[src/hdl/hts_pkg.sv]
// Shared types and constants for the HTML markup stripper.
// Beat structs, character codes and keyword strings; no dependencies.
package hts_pkg;

    localparam int COUNT_WIDTH = 16;

    localparam logic [7:0] CH_LT    = 8'h3C;
    localparam logic [7:0] CH_AMP   = 8'h26;
    localparam logic [7:0] CH_GT    = 8'h3E;
    localparam logic [7:0] CH_SEMI  = 8'h3B;
    localparam logic [7:0] CH_SPACE = 8'h20;

    localparam logic [47:0] OPEN_SCRIPT  = "script";
    localparam logic [39:0] OPEN_STYLE   = "style";
    localparam logic [23:0] OPEN_COMMENT = "!--";

    localparam logic [71:0] CLOSE_SCRIPT  = "</script>";
    localparam logic [63:0] CLOSE_STYLE   = "</style>";
    localparam logic [23:0] CLOSE_COMMENT = "-->";

    typedef struct packed {
        logic [7:0] in_char;
        logic       last_byte;
    } t_in_beat;

    typedef struct packed {
        logic [7:0]  out_char;
        logic        end_of_text;
        logic [15:0] kept_count;
    } t_out_beat;

    typedef struct packed {
        logic      byte_v;
        t_out_beat byte_beat;
        logic      end_v;
        t_out_beat end_beat;
    } t_push;

    function automatic logic [15:0] kept_sat(input logic [COUNT_WIDTH-1:0] cnt);
        logic [COUNT_WIDTH+15:0] w;
        w = {16'b0, cnt};
        if (w[COUNT_WIDTH+15:16] != '0) begin
            return 16'hFFFF;
        end
        return w[15:0];
    endfunction

endpackage

[src/hdl/hts_scan.sv]
// Input register and per-byte scan logic of the HTML markup stripper.
// Depends on hts_pkg; feeds up to two result beats to hts_outq.
module hts_scan (
    input  logic            i_clk,
    input  logic            i_rst_n,
    input  logic            i_valid,
    output logic            o_stall,
    input  hts_pkg::t_in_beat i_data,
    input  logic [1:0]      i_room,
    output hts_pkg::t_push  o_push
);

    typedef enum logic [1:0] {
        MODE_TEXT   = 2'd0,
        MODE_TAG    = 2'd1,
        MODE_ENTITY = 2'd2,
        MODE_SKIP   = 2'd3
    } t_mode;

    typedef enum logic [1:0] {
        KIND_SCRIPT  = 2'd0,
        KIND_STYLE   = 2'd1,
        KIND_COMMENT = 2'd2,
        KIND_SPARE   = 2'd3
    } t_kind;

    logic                            r_in_valid;
    hts_pkg::t_in_beat               r_in;
    t_mode                           r_mode,  n_mode;
    logic [2:0]                      r_len,   n_len;
    logic [47:0]                     r_pre,   n_pre;
    t_kind                           r_kind,  n_kind;
    logic [71:0]                     r_tail,  n_tail;
    logic [3:0]                      r_fill,  n_fill;
    logic [hts_pkg::COUNT_WIDTH-1:0] r_count, n_count;

    logic        emit;
    logic [7:0]  emit_ch;
    logic        close_hit;
    logic [1:0]  push_cnt;
    logic        fire;
    logic [7:0]  c;
    logic [71:0] shift_tail;
    logic [3:0]  shift_fill;

    assign c          = r_in.in_char;
    assign push_cnt   = {1'b0, emit} + {1'b0, r_in.last_byte};
    assign fire       = r_in_valid && (push_cnt <= i_room);
    assign o_stall    = r_in_valid && !fire;
    assign shift_tail = {r_tail[63:0], c};
    assign shift_fill = (r_fill < 4'd9) ? r_fill + 4'd1 : 4'd9;

    always_comb begin
        unique case (r_kind)
            KIND_SCRIPT: close_hit = (shift_fill >= 4'd9) &&
                                     (shift_tail == hts_pkg::CLOSE_SCRIPT);
            KIND_STYLE:  close_hit = (shift_fill >= 4'd8) &&
                                     (shift_tail[63:0] == hts_pkg::CLOSE_STYLE);
            default:     close_hit = (shift_fill >= 4'd3) &&
                                     (shift_tail[23:0] == hts_pkg::CLOSE_COMMENT);
        endcase
    end

    always_comb begin
        n_mode  = r_mode;
        n_len   = r_len;
        n_pre   = r_pre;
        n_kind  = r_kind;
        n_tail  = r_tail;
        n_fill  = r_fill;
        n_count = r_count;
        emit    = 1'b0;
        emit_ch = c;

        unique case (r_mode)
            MODE_TEXT: begin
                if (c == hts_pkg::CH_LT) begin
                    n_mode = MODE_TAG;
                    n_len  = 3'd0;
                end else if (c == hts_pkg::CH_AMP) begin
                    n_mode = MODE_ENTITY;
                end else begin
                    emit = 1'b1;
                end
            end
            MODE_TAG: begin
                if (r_len < 3'd6) begin
                    for (int k = 0; k < 6; k++) begin
                        if (r_len == 3'(k)) begin
                            n_pre[47-8*k -: 8] = c;
                        end
                    end
                    n_len = r_len + 3'd1;
                end else begin
                    n_len = 3'd7;
                end
                if (n_len == 3'd6 && n_pre == hts_pkg::OPEN_SCRIPT) begin
                    n_mode = MODE_SKIP;
                    n_kind = KIND_SCRIPT;
                    n_len  = 3'd0;
                    n_fill = 4'd0;
                end else if (n_len == 3'd5 && n_pre[47:8] == hts_pkg::OPEN_STYLE) begin
                    n_mode = MODE_SKIP;
                    n_kind = KIND_STYLE;
                    n_len  = 3'd0;
                    n_fill = 4'd0;
                end else if (n_len == 3'd3 && n_pre[47:24] == hts_pkg::OPEN_COMMENT) begin
                    n_mode = MODE_SKIP;
                    n_kind = KIND_COMMENT;
                    n_len  = 3'd0;
                    n_fill = 4'd0;
                end
                if (c == hts_pkg::CH_GT) begin
                    emit    = 1'b1;
                    emit_ch = hts_pkg::CH_SPACE;
                    n_mode  = MODE_TEXT;
                end
            end
            MODE_ENTITY: begin
                if (c == hts_pkg::CH_SEMI) begin
                    emit    = 1'b1;
                    emit_ch = hts_pkg::CH_SPACE;
                    n_mode  = MODE_TEXT;
                end
            end
            MODE_SKIP: begin
                n_tail = shift_tail;
                n_fill = shift_fill;
                if (close_hit) begin
                    n_mode = MODE_TEXT;
                    n_fill = 4'd0;
                end
            end
            default: ;
        endcase

        if (emit && r_count != '1) begin
            n_count = r_count + 1'b1;
        end
    end

    always_comb begin
        o_push                      = '0;
        o_push.byte_v               = fire && emit;
        o_push.byte_beat.out_char   = emit_ch;
        o_push.end_v                = fire && r_in.last_byte;
        o_push.end_beat.end_of_text = 1'b1;
        o_push.end_beat.kept_count  = hts_pkg::kept_sat(n_count);
    end

    always_ff @(posedge i_clk) begin
        if (!i_rst_n) begin
            r_in_valid <= 1'b0;
            r_mode     <= MODE_TEXT;
            r_len      <= 3'd0;
            r_kind     <= KIND_SCRIPT;
            r_fill     <= 4'd0;
            r_count    <= '0;
        end else begin
            if (!r_in_valid || fire) begin
                r_in_valid <= i_valid;
            end
            if (fire) begin
                if (r_in.last_byte) begin
                    r_mode  <= MODE_TEXT;
                    r_len   <= 3'd0;
                    r_kind  <= KIND_SCRIPT;
                    r_fill  <= 4'd0;
                    r_count <= '0;
                end else begin
                    r_mode  <= n_mode;
                    r_len   <= n_len;
                    r_kind  <= n_kind;
                    r_fill  <= n_fill;
                    r_count <= n_count;
                end
            end
        end
    end

    always_ff @(posedge i_clk) begin
        if (!r_in_valid || fire) begin
            r_in <= i_data;
        end
        if (fire) begin
            r_pre  <= n_pre;
            r_tail <= n_tail;
        end
    end

    a_end_clears: assert property (@(posedge i_clk) disable iff (!i_rst_n)
        (fire && r_in.last_byte) |=> (r_mode == MODE_TEXT && r_count == '0 && r_fill == 4'd0))
        else $error("state not cleared after end of text");

    a_fill_range: assert property (@(posedge i_clk) disable iff (!i_rst_n)
        r_fill <= 4'd9)
        else $error("tail fill out of range");

    a_kind_set: assert property (@(posedge i_clk) disable iff (!i_rst_n)
        r_kind != KIND_SPARE)
        else $error("unused skip kind reached");

    a_skip_silent: assert property (@(posedge i_clk) disable iff (!i_rst_n)
        (r_in_valid && r_mode == MODE_SKIP) |-> !emit)
        else $error("byte emitted inside skipped block");

endmodule

[src/hdl/hts_outq.sv]
// Two-slot result queue: takes up to two beats per cycle, presents one.
// Depends on hts_pkg; o_room tells hts_scan how many beats fit this cycle.
module hts_outq (
    input  logic               i_clk,
    input  logic               i_rst_n,
    input  hts_pkg::t_push     i_push,
    input  logic               i_stall,
    output logic [1:0]         o_room,
    output logic               o_valid,
    output hts_pkg::t_out_beat o_data
);

    logic [1:0]         r_cnt,  n_cnt;
    hts_pkg::t_out_beat r_slot0, n_slot0;
    hts_pkg::t_out_beat r_slot1, n_slot1;
    logic               pop;

    assign pop     = (r_cnt != 2'd0) && !i_stall;
    assign o_room  = 2'd2 - r_cnt + {1'b0, pop};
    assign o_valid = (r_cnt != 2'd0);
    assign o_data  = r_slot0;

    always_comb begin
        n_cnt   = r_cnt;
        n_slot0 = r_slot0;
        n_slot1 = r_slot1;
        if (pop) begin
            n_slot0 = r_slot1;
            n_cnt   = r_cnt - 2'd1;
        end
        if (i_push.byte_v) begin
            if (n_cnt == 2'd0) begin
                n_slot0 = i_push.byte_beat;
            end else begin
                n_slot1 = i_push.byte_beat;
            end
            n_cnt = n_cnt + 2'd1;
        end
        if (i_push.end_v) begin
            if (n_cnt == 2'd0) begin
                n_slot0 = i_push.end_beat;
            end else begin
                n_slot1 = i_push.end_beat;
            end
            n_cnt = n_cnt + 2'd1;
        end
    end

    always_ff @(posedge i_clk) begin
        if (!i_rst_n) begin
            r_cnt <= 2'd0;
        end else begin
            r_cnt <= n_cnt;
        end
    end

    always_ff @(posedge i_clk) begin
        r_slot0 <= n_slot0;
        r_slot1 <= n_slot1;
    end

    a_cnt_range: assert property (@(posedge i_clk) disable iff (!i_rst_n)
        r_cnt <= 2'd2)
        else $error("result queue overfilled");

    a_no_overflow: assert property (@(posedge i_clk) disable iff (!i_rst_n)
        ({1'b0, i_push.byte_v} + {1'b0, i_push.end_v}) <= o_room)
        else $error("push beyond free slots");

    a_end_beat: assert property (@(posedge i_clk) disable iff (!i_rst_n)
        (o_valid && o_data.end_of_text) |-> (o_data.out_char == 8'd0))
        else $error("end beat carries a character");

    a_byte_beat: assert property (@(posedge i_clk) disable iff (!i_rst_n)
        (o_valid && !o_data.end_of_text) |-> (o_data.kept_count == 16'd0))
        else $error("byte beat carries a count");

endmodule

[src/hdl/html_tag_stripper_core.sv]
// Top level of the HTML markup stripper: scan stage plus result queue.
// Depends on hts_pkg, hts_scan and hts_outq.
//
//   port group   direction  beat          handshake
//   i_data       in         t_in_beat     i_valid / o_stall
//   o_data       out        t_out_beat    o_valid / i_stall
//
// One byte per cycle while not stalled; an accepted byte is registered at the input,
// then in a result queue slot. A last byte that also emits gives two result beats.
// The two-slot result queue sets the rate: input stalls only when its free slots
// fall short of the beats the registered byte produces.
// Reset is synchronous, active low, and returns the block to text mode.
module html_tag_stripper_core (
    input  logic               i_clk,
    input  logic               i_rst_n,
    input  logic               i_valid,
    output logic               o_stall,
    input  hts_pkg::t_in_beat  i_data,
    output logic               o_valid,
    input  logic               i_stall,
    output hts_pkg::t_out_beat o_data
);

    hts_pkg::t_push push;
    logic [1:0]     room;

    hts_scan u_scan (
        .i_clk   (i_clk),
        .i_rst_n (i_rst_n),
        .i_valid (i_valid),
        .o_stall (o_stall),
        .i_data  (i_data),
        .i_room  (room),
        .o_push  (push)
    );

    hts_outq u_outq (
        .i_clk   (i_clk),
        .i_rst_n (i_rst_n),
        .i_push  (push),
        .i_stall (i_stall),
        .o_room  (room),
        .o_valid (o_valid),
        .o_data  (o_data)
    );

endmodule

[config.mk]
export PLATFORM = sky130hd
export DESIGN_NAME = html_tag_stripper_core
export DESIGN_NICKNAME = d
export VERILOG_FILES = /design/src/hdl/hts_pkg.sv /design/src/hdl/hts_scan.sv /design/src/hdl/hts_outq.sv /design/src/hdl/html_tag_stripper_core.sv
export SDC_FILE = /design/constraint.sdc
export NUM_CORES = 1
export LEC_CHECK = 0
export BUFFER_PORTS_ARGS = -buffer_cell sky130_fd_sc_hd__buf_2
export CAP_MARGIN = 20
export CORE_ASPECT_RATIO = 1.2
export CORE_UTILIZATION = 40
export DETAILED_ROUTE_END_ITERATION = 10
export HOLD_SLACK_MARGIN = 0.02
export SLEW_MARGIN = 20
export SYNTH_ARGS = -nofsm -noshare
export SYNTH_HDL_FRONTEND = slang
export SYNTH_SLANG_ARGS = --single-unit
[constraint.sdc]
create_clock -name i_clk -period 10.5 [get_ports i_clk]
set_input_delay 2.1 -clock i_clk [delete_from_list [all_inputs] [get_ports i_clk]]
set_output_delay 2.1 -clock i_clk [all_outputs]
set_load 0.02 [all_outputs]
==> metrics.md, run 1 <==
| Metric | Value |
|---|---|
| RSZ-0062 raised after global routing | false |
| Adder-Cell Fraction of Synth Area | 2.72% |
| DR WL/cell | 17.0 µm |
| Final nets | 888 |
| Count leader, synth | edfxtp_1 |
| Critical path's top delay family | buffers and inverters |
| Hold path depth | 0 |
| Reg2reg setup slack | 4920 ps |
| CP arrival | 4400 ps |
| Sequential area share after synthesis | 56.9% |
| GRT overflow | 0 |
| DR pass1 iterations | 4 |
| Worst hold start | u_scan.r_tail[47] |
| Dpl cell area | 9650 µm² |
| Area of the die | 23600 µm² |
| CP endpoint kind | output port |
| Io pins | 40 |
| Worst Setup Slack, final | 4000 ps |
| RR Startpoint | u_scan.c[1] |
| Cells after DPL | 1110 |
| Yosys reg bits | 201 |
| Cts repair resizes | 0 |
| Worst Path Max Fanout | 28 |
| Synth-to-layout area growth | 12.9% |
| Clk sink count | 201 |
| Routed WL | 19500 µm |
| # diodes | 0 |
| Filler cell count | 2061 |
| Core Footprint | 22500 µm² |
| Final setup violating endpoints | 0 |
| Fin Setup TNS | 0 ps |
| Die span in x | 140 µm |
| EDFF count, synth | 121 |
| Reg-to-Reg End | u_outq.r_slot1[14] |
| Drt drc | 0 |
| Met1 Track Usage GR | 20.9% |
| WP depth | 11 |
| WHS Endpoint | u_scan.r_tail[55] |
| Period Utilization, post-route | 61.9% |
| First-pass GRT wire length | 32200 µm |
| Top post-synthesis cells by area | edfxtp_1, dfxtp_1, mux2_2 |
| Worst min path class | register to register |
| DP HPWL | 13000 µm |
| Met2 Usage GRT | 30.8% |
| Syn_area_per_cell | 11.2 µm² |
| Dpl ws | 3860 ps |
| Core Rows | 60 |
| Syn Nets | 855 |
| Port Buffers | 39 |
| Hold buffers post-CTS | 0 |
| Cell accounting for the most synthesized area | edfxtp_1 |
| F_max | 154 MHz |
| Top_reg_cell synth | edfxtp_1 |
| Overall power | 2.13 mW |
| Library cells used by synthesis | 63 |
| Total power divided by cell area | 205 nW/µm² |
| Vias per cell | 5.42 |
| XOR/XNOR share of the synthesized area | 1.71% |
| Clock latency on the worst-skew pair | 500 ps |
| Status | finished, final reports clean |
| H-tree levels | 1 |
| GR Util met3 | 2.36% |
| Vias | 6219 |
| Leakage | 3.47 nW |
| R2r worst-path depth | 14 |
| Simple-gate area share of the yosys netlist | 17.4% |
| Die Span Y | 168 µm |
| Max-slew headroom | 30.3% |
| Clock Skew | 10.2 ps |
| Initial drt markers | 464 |
| Max-cap viol count | 0 |
| Crit-path max cell delay | 330 ps |
| Vias in the first global route | 6244 |
| Final min period | 6500 ps |
| Worst setup path startpoint | i_stall |
| Layout cells sized above 1 | 16.8% |
| Setup Buffers After CTS | 0 |
| GRT busiest layer | met2 |
| Post-layout instance count excluding filler cells | 1148 |
| Main combinational cell family by area after synthesis | simple AND/OR/NAND/NOR gates |
| Register Area | 5240 µm² |
| Nature of the critical path startpoint | input port |
| CP Buf/Inv Count | 4 |
| Yosys top cell area share | 39.5% |
| Final hold vios | 0 |
| WS Path Type | input port to output port |
| Clock tree from TritonCTS | done |
| Synthesized cell area | 9200 µm² |
| Footprint of the multi-input gates | 3700 µm² |
| CP required | 8400 ps |
| TritonCTS buffer count | 22 |
| Clock transition at path regs | 60 ps |
| Max-slew violations | 0 |
| GRT Total Usage | 17.0% |
| Critical path's slowest cell | buf_4 |
| Async set-reset flop share out of synthesis | 0% |
| Worst-Margin Slew | 1040 ps |
| Root Driver | clkbuf_16 |
| Post-Synthesis Cells | 822 |
| Portion of netlist area occupied by mux cells | 8.15% |
| Synth Area in Compound Gates | 10.2% |
| Routability cong. | 0.759 |
| Maximum vdd ir drop | 0.0827 mV |
| Largest net degree at the start of global routing | 65 |
| Antenna-violating nets left | 0 |
| Design area | 10400 µm² |
| Warnings from Yosys | 0 |
| Clock Path Buffers | 3 |
| Starting Density | 40.8% |
| Most frequent cells after synthesis | edfxtp_1, nand2_1, dfxtp_1 |
| Initial antenna violation count | 0 |
| Crit-path cells | buf_2 > nor2_2 > buf_4 > clkinv_1 > ha_1 > xor2_1 > ha_1 > nor2b_1 > o21ai_0 > nor2_1 > buf_2 |
## cell usage in the layout (no fill, tap or decap), drive strengths merged, types with 11 or more instances in the layout
cell,count
clkbuf,33
nor3,13
a21oi,20
inv,29
buf,47
mux2,52
nand3,59
nand2b,14
nor2b,12
and2,11
edfxtp,121
nand2,83
dfxtp,80
mux2i,16
ha,20
nor2,40
o21ai,74
## sequential cells by signal, indices dropped and copies added, names as in the netlist
register / cells
u_scan.r_tail: 64
u_scan.r_pre: 48
u_outq.o_data: 25
u_outq.r_slot1: 25
u_scan.r_count: 16
u_scan.c: 8
u_scan.r_fill: 4
u_scan.r_len: 3
u_outq.r_cnt: 2
u_scan.r_kind: 2
u_scan.r_mode: 2
u_scan.r_in: 1
u_scan.r_in_valid: 1
## area by class of cell
| type | instances | area share, % |
|---|---|---|
| timing repair buffer | 47 | 2.46 |
| sequential | 201 | 50.4 |
| clock inverter | 5 | 0.542 |
| inverter | 29 | 1.05 |
| clock buffer | 33 | 6.52 |
| tap | 279 | 3.36 |
| multi-input combinational | 554 | 35.7 |
## where the power goes
part | internal [mW] | switching, mW | total (mW) | leakage (nW)
logic | 0.142 | 0.272 | 0.414 | 1.49
clock network | 0.469 | 0.299 | 0.767 | 0.367
registers | 0.890 | 0.0566 | 0.947 | 1.61
total | 1.50 | 0.627 | 2.13 | 3.47
## worst max-delay path by stage
stage / end / slack [ps]
floorplan: u_scan.r_len[1] / 3080
global placement: u_outq.r_slot1[7] / 4040
detailed placement: u_outq.r_slot1[14] / 3860
CTS: o_stall / 3980
global route: o_stall / 3740
finish: o_stall / 4000
## worst register-to-register path, delay by kind of cell, from the launching register on
| family | cells | cell delay [ps] |
|---|---|---|
| DFF | 1 | 720 |
| adders and majority gates | 1 | 300 |
| AOI/OAI and AO/OA | 5 | 1420 |
| and+or+nand+nor | 8 | 2990 |
## cells by family after synthesis
group,after synthesis
buffers and inverters,67
multiplexers,68
XOR/XNOR,18
AND/OR/NAND/NOR,301
adder cells (fa/ha/maj),20
AO/OA/AOI/OAI,147
flip-flops,201
## metrics by stage
step	hold WS, ps	utilization [%]
2_1_floorplan	417	-
3_3_place_gp	422	42.8
3_5_place_dp	429	42.8
4_1_cts	443	46.1
5_1_grt	449	46.1
6_report	442	46.1
## routing by layer
metal | wire length [µm] | vias to the layer above
met3 | 685 | 26
met5 | 0 | -
met4 | 356 | 0
met2 | 10000 | 86
met1 | 8450 | 3003
li1 | - | 3104
Power figures use the tool's default switching activity.
==> run 2: changes to the inputs <==
--- a/config.mk
+++ b/config.mk
@@ -5,6 +5,7 @@
 export SDC_FILE = /design/constraint.sdc
 export NUM_CORES = 1
 export LEC_CHECK = 0
+export ABC_AREA = 1
 export BUFFER_PORTS_ARGS = -buffer_cell sky130_fd_sc_hd__buf_2
 export CAP_MARGIN = 20
 export CORE_ASPECT_RATIO = 1.2
==> constraint.sdc (replaced) <==
create_clock -name i_clk -period 5.6 [get_ports i_clk]
set_input_delay 1.12 -clock i_clk [delete_from_list [all_inputs] [get_ports i_clk]]
set_output_delay 1.12 -clock i_clk [all_outputs]
set_load 0.02 [all_outputs]
==> run 2 against run 1 <==
  * Sequential cell count unchanged
  * First-iteration DRC count up 1.7%
  * Global-route usage up 2.0 points
  * Sequential power up 110%
  * Clock power up 110%
  * Register-to-register slack worse by 3800 ps
  * Sequential share of layout area down 5.5 points
  * Design area up 12%
  * Via count up 35%
  * Area after synthesis up 13%
  * Largest power group unchanged
  * Highest routed layer is now met5
==> metrics.md, run 2 <==
| Metric | Value |
|---|---|
| Status | finished, final reports clean (unchanged) |
| Root Driver | clkbuf_16 (unchanged) |
| Largest registers | u_scan.r_tail (64), u_scan.r_pre (48) (unchanged) |
| Synthesized cell area | 10400 µm² (was 9200 µm²) |
| Clk sink count | 201 (unchanged) |
| GRT busiest layer | met2 (unchanged) |
| GRT Total Usage | 19.0% (was 17.0%) |
| Max-cap viol count | 0 (unchanged) |
| Clock power frac | 30.2% (was 36.1%) |
| # diodes | 0 (unchanged) |
| Crit path capture | o_stall (unchanged) |
| Maximum vdd ir drop | 0.250 mV (was 0.0827 mV) |
| Syn_area_per_cell | 7.87 µm² (was 11.2 µm²) |
| Internal power | 3.28 mW (was 1.50 mW) |
| Die Span Y | 179 µm (was 168 µm) |
| H-tree levels | 1 (unchanged) |
| RSZ-0062 raised after global routing | false (unchanged) |
| Net Sw Frac | 37.9% (was 29.5%) |
| TritonCTS buffer count | 24 (was 22) |
| GR Util met3 | 2.66% (was 2.36%) |
| Core Rows | 64 (was 60) |
| Power share of the sequential group | 37.5% (was 44.5%) |
| Most frequent cells in the layout | nand2_1, nor2_1, inv_1 (was edfxtp_1, nand2_1, dfxtp_1) |
| Total power divided by cell area | 453 nW/µm² (was 205 nW/µm²) |
| Routed WL | 24800 µm (was 19500 µm) |
| Yosys reg bits | 201 (unchanged) |
| Clock Skew | 25.7 ps (was 10.2 ps) |
| Reg-to-Reg End | u_outq.o_data[22] (was u_outq.r_slot1[14]) |
| Clock latency on the worst-skew pair | 520 ps (was 500 ps) |
| Met1 Track Usage GR | 24.8% (was 20.9%) |
| F_max | 211 MHz |
| Library cells used by synthesis | 36 (was 63) |
| WS Path Type | register to output port (was input port to output port) |
| Worst min path class | register to register (unchanged) |
| Final setup violating endpoints | 0 (unchanged) |
| Register Area | 5240 µm² (unchanged) |
| Design area | 11700 µm² (was 10400 µm²) |
| Die span in x | 149 µm (was 140 µm) |
| DR WL/cell | 14.6 µm (was 17.0 µm) |
| Worst-Margin Slew | 820 ps (was 1040 ps) |
| Starting Density | 40.7% (was 40.8%) |
| RR Startpoint | u_scan.c[7] (was u_scan.c[1]) |
| CP required | 4480 ps (was 8400 ps) |
| Final nets | 1378 (was 888) |
| Clock tree from TritonCTS | done (unchanged) |
| Largest net degree at the start of global routing | 49 (was 65) |
| Hold buffers post-CTS | 0 (unchanged) |
| Initial antenna violation count | 1 (was 0) |
| Core Footprint | 25500 µm² (was 22500 µm²) |
| Vias in the first global route | 7845 (was 6244) |
| Worst setup path startpoint | u_scan.c[7] (was i_stall) |
| Warnings from Yosys | 0 (unchanged) |
| Worst Path Max Fanout | 24 (was 28) |
| Footprint of the multi-input gates | 4310 µm² (was 3700 µm²) |
| Filler cell count | 2504 (was 2061) |
| Port Buffers | 39 (unchanged) |
| Io pins | 40 (unchanged) |
| Layout cells sized above 1 | 9.46% (was 16.8%) |
| Leakage | 4.94 nW (was 3.47 nW) |
| Fin Setup TNS | 0 ps (unchanged) |
| Area of the die | 26600 µm² (was 23600 µm²) |
| Post-Synthesis Cells | 1320 (was 822) |
| Most frequent cells after synthesis | nand2_1, nor2_1, inv_1 (was edfxtp_1, nand2_1, dfxtp_1) |
| P_sw | 2.00 mW (was 0.627 mW) |
| Hold path depth | 0 (unchanged) |
| Drt drc | 0 (unchanged) |
| Sequential area share after synthesis | 50.4% (was 56.9%) |
| Commonest non-fill, non-tap cell in the layout | nand2_1 (was edfxtp_1) |
| Vias | 8370 (was 6219) |
| R2r worst-path depth | 22 (was 14) |
| Routability cong. | 0.909 (was 0.759) |
| DP HPWL | 17600 µm (was 13000 µm) |
| Synth-to-layout area growth | 12.2% (was 12.9%) |
| Max-slew headroom | 45.2% (was 30.3%) |
| Vias per cell | 4.94 (was 5.42) |
| Met2 Usage GRT | 32.5% (was 30.8%) |
| Max FFs per register | 64 (unchanged) |
| Antenna-violating nets left | 0 (unchanged) |
| GRT overflow | 0 (unchanged) |
| Top_reg_cell synth | edfxtp_1 (unchanged) |
| Setup Buffers After CTS | 0 (unchanged) |
| Clock Path Buffers | 3 (unchanged) |
| CP endpoint kind | output port (unchanged) |
| Yosys top cell area share | 35.0% (was 39.5%) |
| Final min period | 4740 ps |
| DR pass1 iterations | 8 (was 4) |
| Gate power share | 32.4% (was 19.4%) |
| Async set-reset flop share out of synthesis | 0% (unchanged) |
| Reg2reg setup slack | 1130 ps (was 4920 ps) |
| Clock transition at path regs | 60 ps (about the same) |
| Count leader, synth | nand2_1 (was edfxtp_1) |
| Initial drt markers | 472 (was 464) |
| First-pass GRT wire length | 40100 µm (was 32200 µm) |
| Dpl cell area | 10800 µm² (was 9650 µm²) |
| Period Utilization, post-route | 84.6% |
| Cell accounting for the most synthesized area | edfxtp_1 (unchanged) |
| Syn Nets | 1353 (was 855) |
| Cts repair resizes | 0 (unchanged) |
| Nature of the critical path startpoint | register (was input port) |
| CP arrival | 3620 ps (was 4400 ps) |
| Reg with most FFs | u_scan.r_tail (unchanged) |
| Final hold vios | 0 (unchanged) |
| Top post-synthesis cells by area | edfxtp_1, dfxtp_1, nand2_1 (was edfxtp_1, dfxtp_1, mux2_2) |
| EDFF count, synth | 121 (unchanged) |
| Max-slew violations | 0 (unchanged) |
-- run 2: changes by cell type after synthesis, moves of 14 or more --
cell	change
a21oi_1	+29
inv_1	+121
mux2_2	-51
mux2i_1	-16
nand2_1	+306
nand2b_1	-14
nand3_1	+46
nand4_1	+47
nor2_1	+124
o21ai_0	-30
-- run 2: kinds of logic (layout without fill, tap and decap cells) --
kind of cell	Yosys count	in the layout	share of synthesized area, %
fa+ha+maj	20	20	2.41
xor+xnor	13	13	1.10
buf+inv	207	250	8.38
compound gates	101	101	5.18
simple gates	778	778	32.6
flops	201	201	50.4
-- run 2: worst min-delay path by stage --
stage	endpoint	startpoint	slack (ps)
floorplan	u_scan.r_tail[31]	u_scan.r_tail[23]	420
global placement	u_scan.r_tail[32]	u_scan.r_tail[24]	430
detailed placement	u_scan.r_tail[25]	u_scan.r_tail[17]	440
CTS	u_scan.r_tail[25]	u_scan.r_tail[17]	450
global route	u_scan.r_tail[31]	u_scan.r_tail[23]	460
finish	u_scan.r_tail[31]	u_scan.r_tail[23]	450
-- run 2: cell type report --
cell class / instances / area share, %
Sequential cell: 201 / 44.9
Multi-Input combinational cell: 912 / 36.9
Clock buffer: 33 / 6.33
Inverter: 158 / 5.11
Tap cell: 330 / 3.54
Timing Repair Buffer: 48 / 2.36
Clock inverter: 11 / 0.869
-- run 2: layer usage --
| layer | wire [µm] | part of all wire, % |
|---|---|---|
| met1 | 11200 | 45 |
| met2 | 11800 | 48 |
| met3 | 1260 | 5.1 |
| met4 | 533 | 2.2 |
| met5 | 12 | 0.048 |
-- run 2: per-stage QoR --
stage	worst slack (ps)	cells	hold slack [ps]	util, %	power, mW
final	861	1693	446	45.7	5.28
after global routing	616	1693	455	45.7	5.64
after CTS	818	1693	449	45.7	5.32
after detailed placement	1190	1649	435	42.4	3.71
after global placement	1260	1649	429	42.4	3.69
after floorplan	97.2	1320	417	-	3.31
-- run 2: critical path, stage by stage (launching register included) --
cell	delay, ps
edfxtp_1	620
nor2_2	190
nand2_1	80
nor2_2	160
nand4_1	230
nand3_2	180
o221ai_4	100
buf_4	230
nand2_1	130
nor2_1	70
ha_1	300
inv_1	40
nor2_1	80
o21ai_0	100
nor2_1	340
buf_2	240
-- run 2: power groups by stage --
stage,combinational (mW),clock [mW],sequential [mW]
floorplan,1.28,0,2.02
global placement,1.69,0,2.00
detailed placement,1.71,0,2.01
CTS,1.72,1.63,1.98
global route,1.95,1.69,2.00
finish,1.71,1.59,1.98
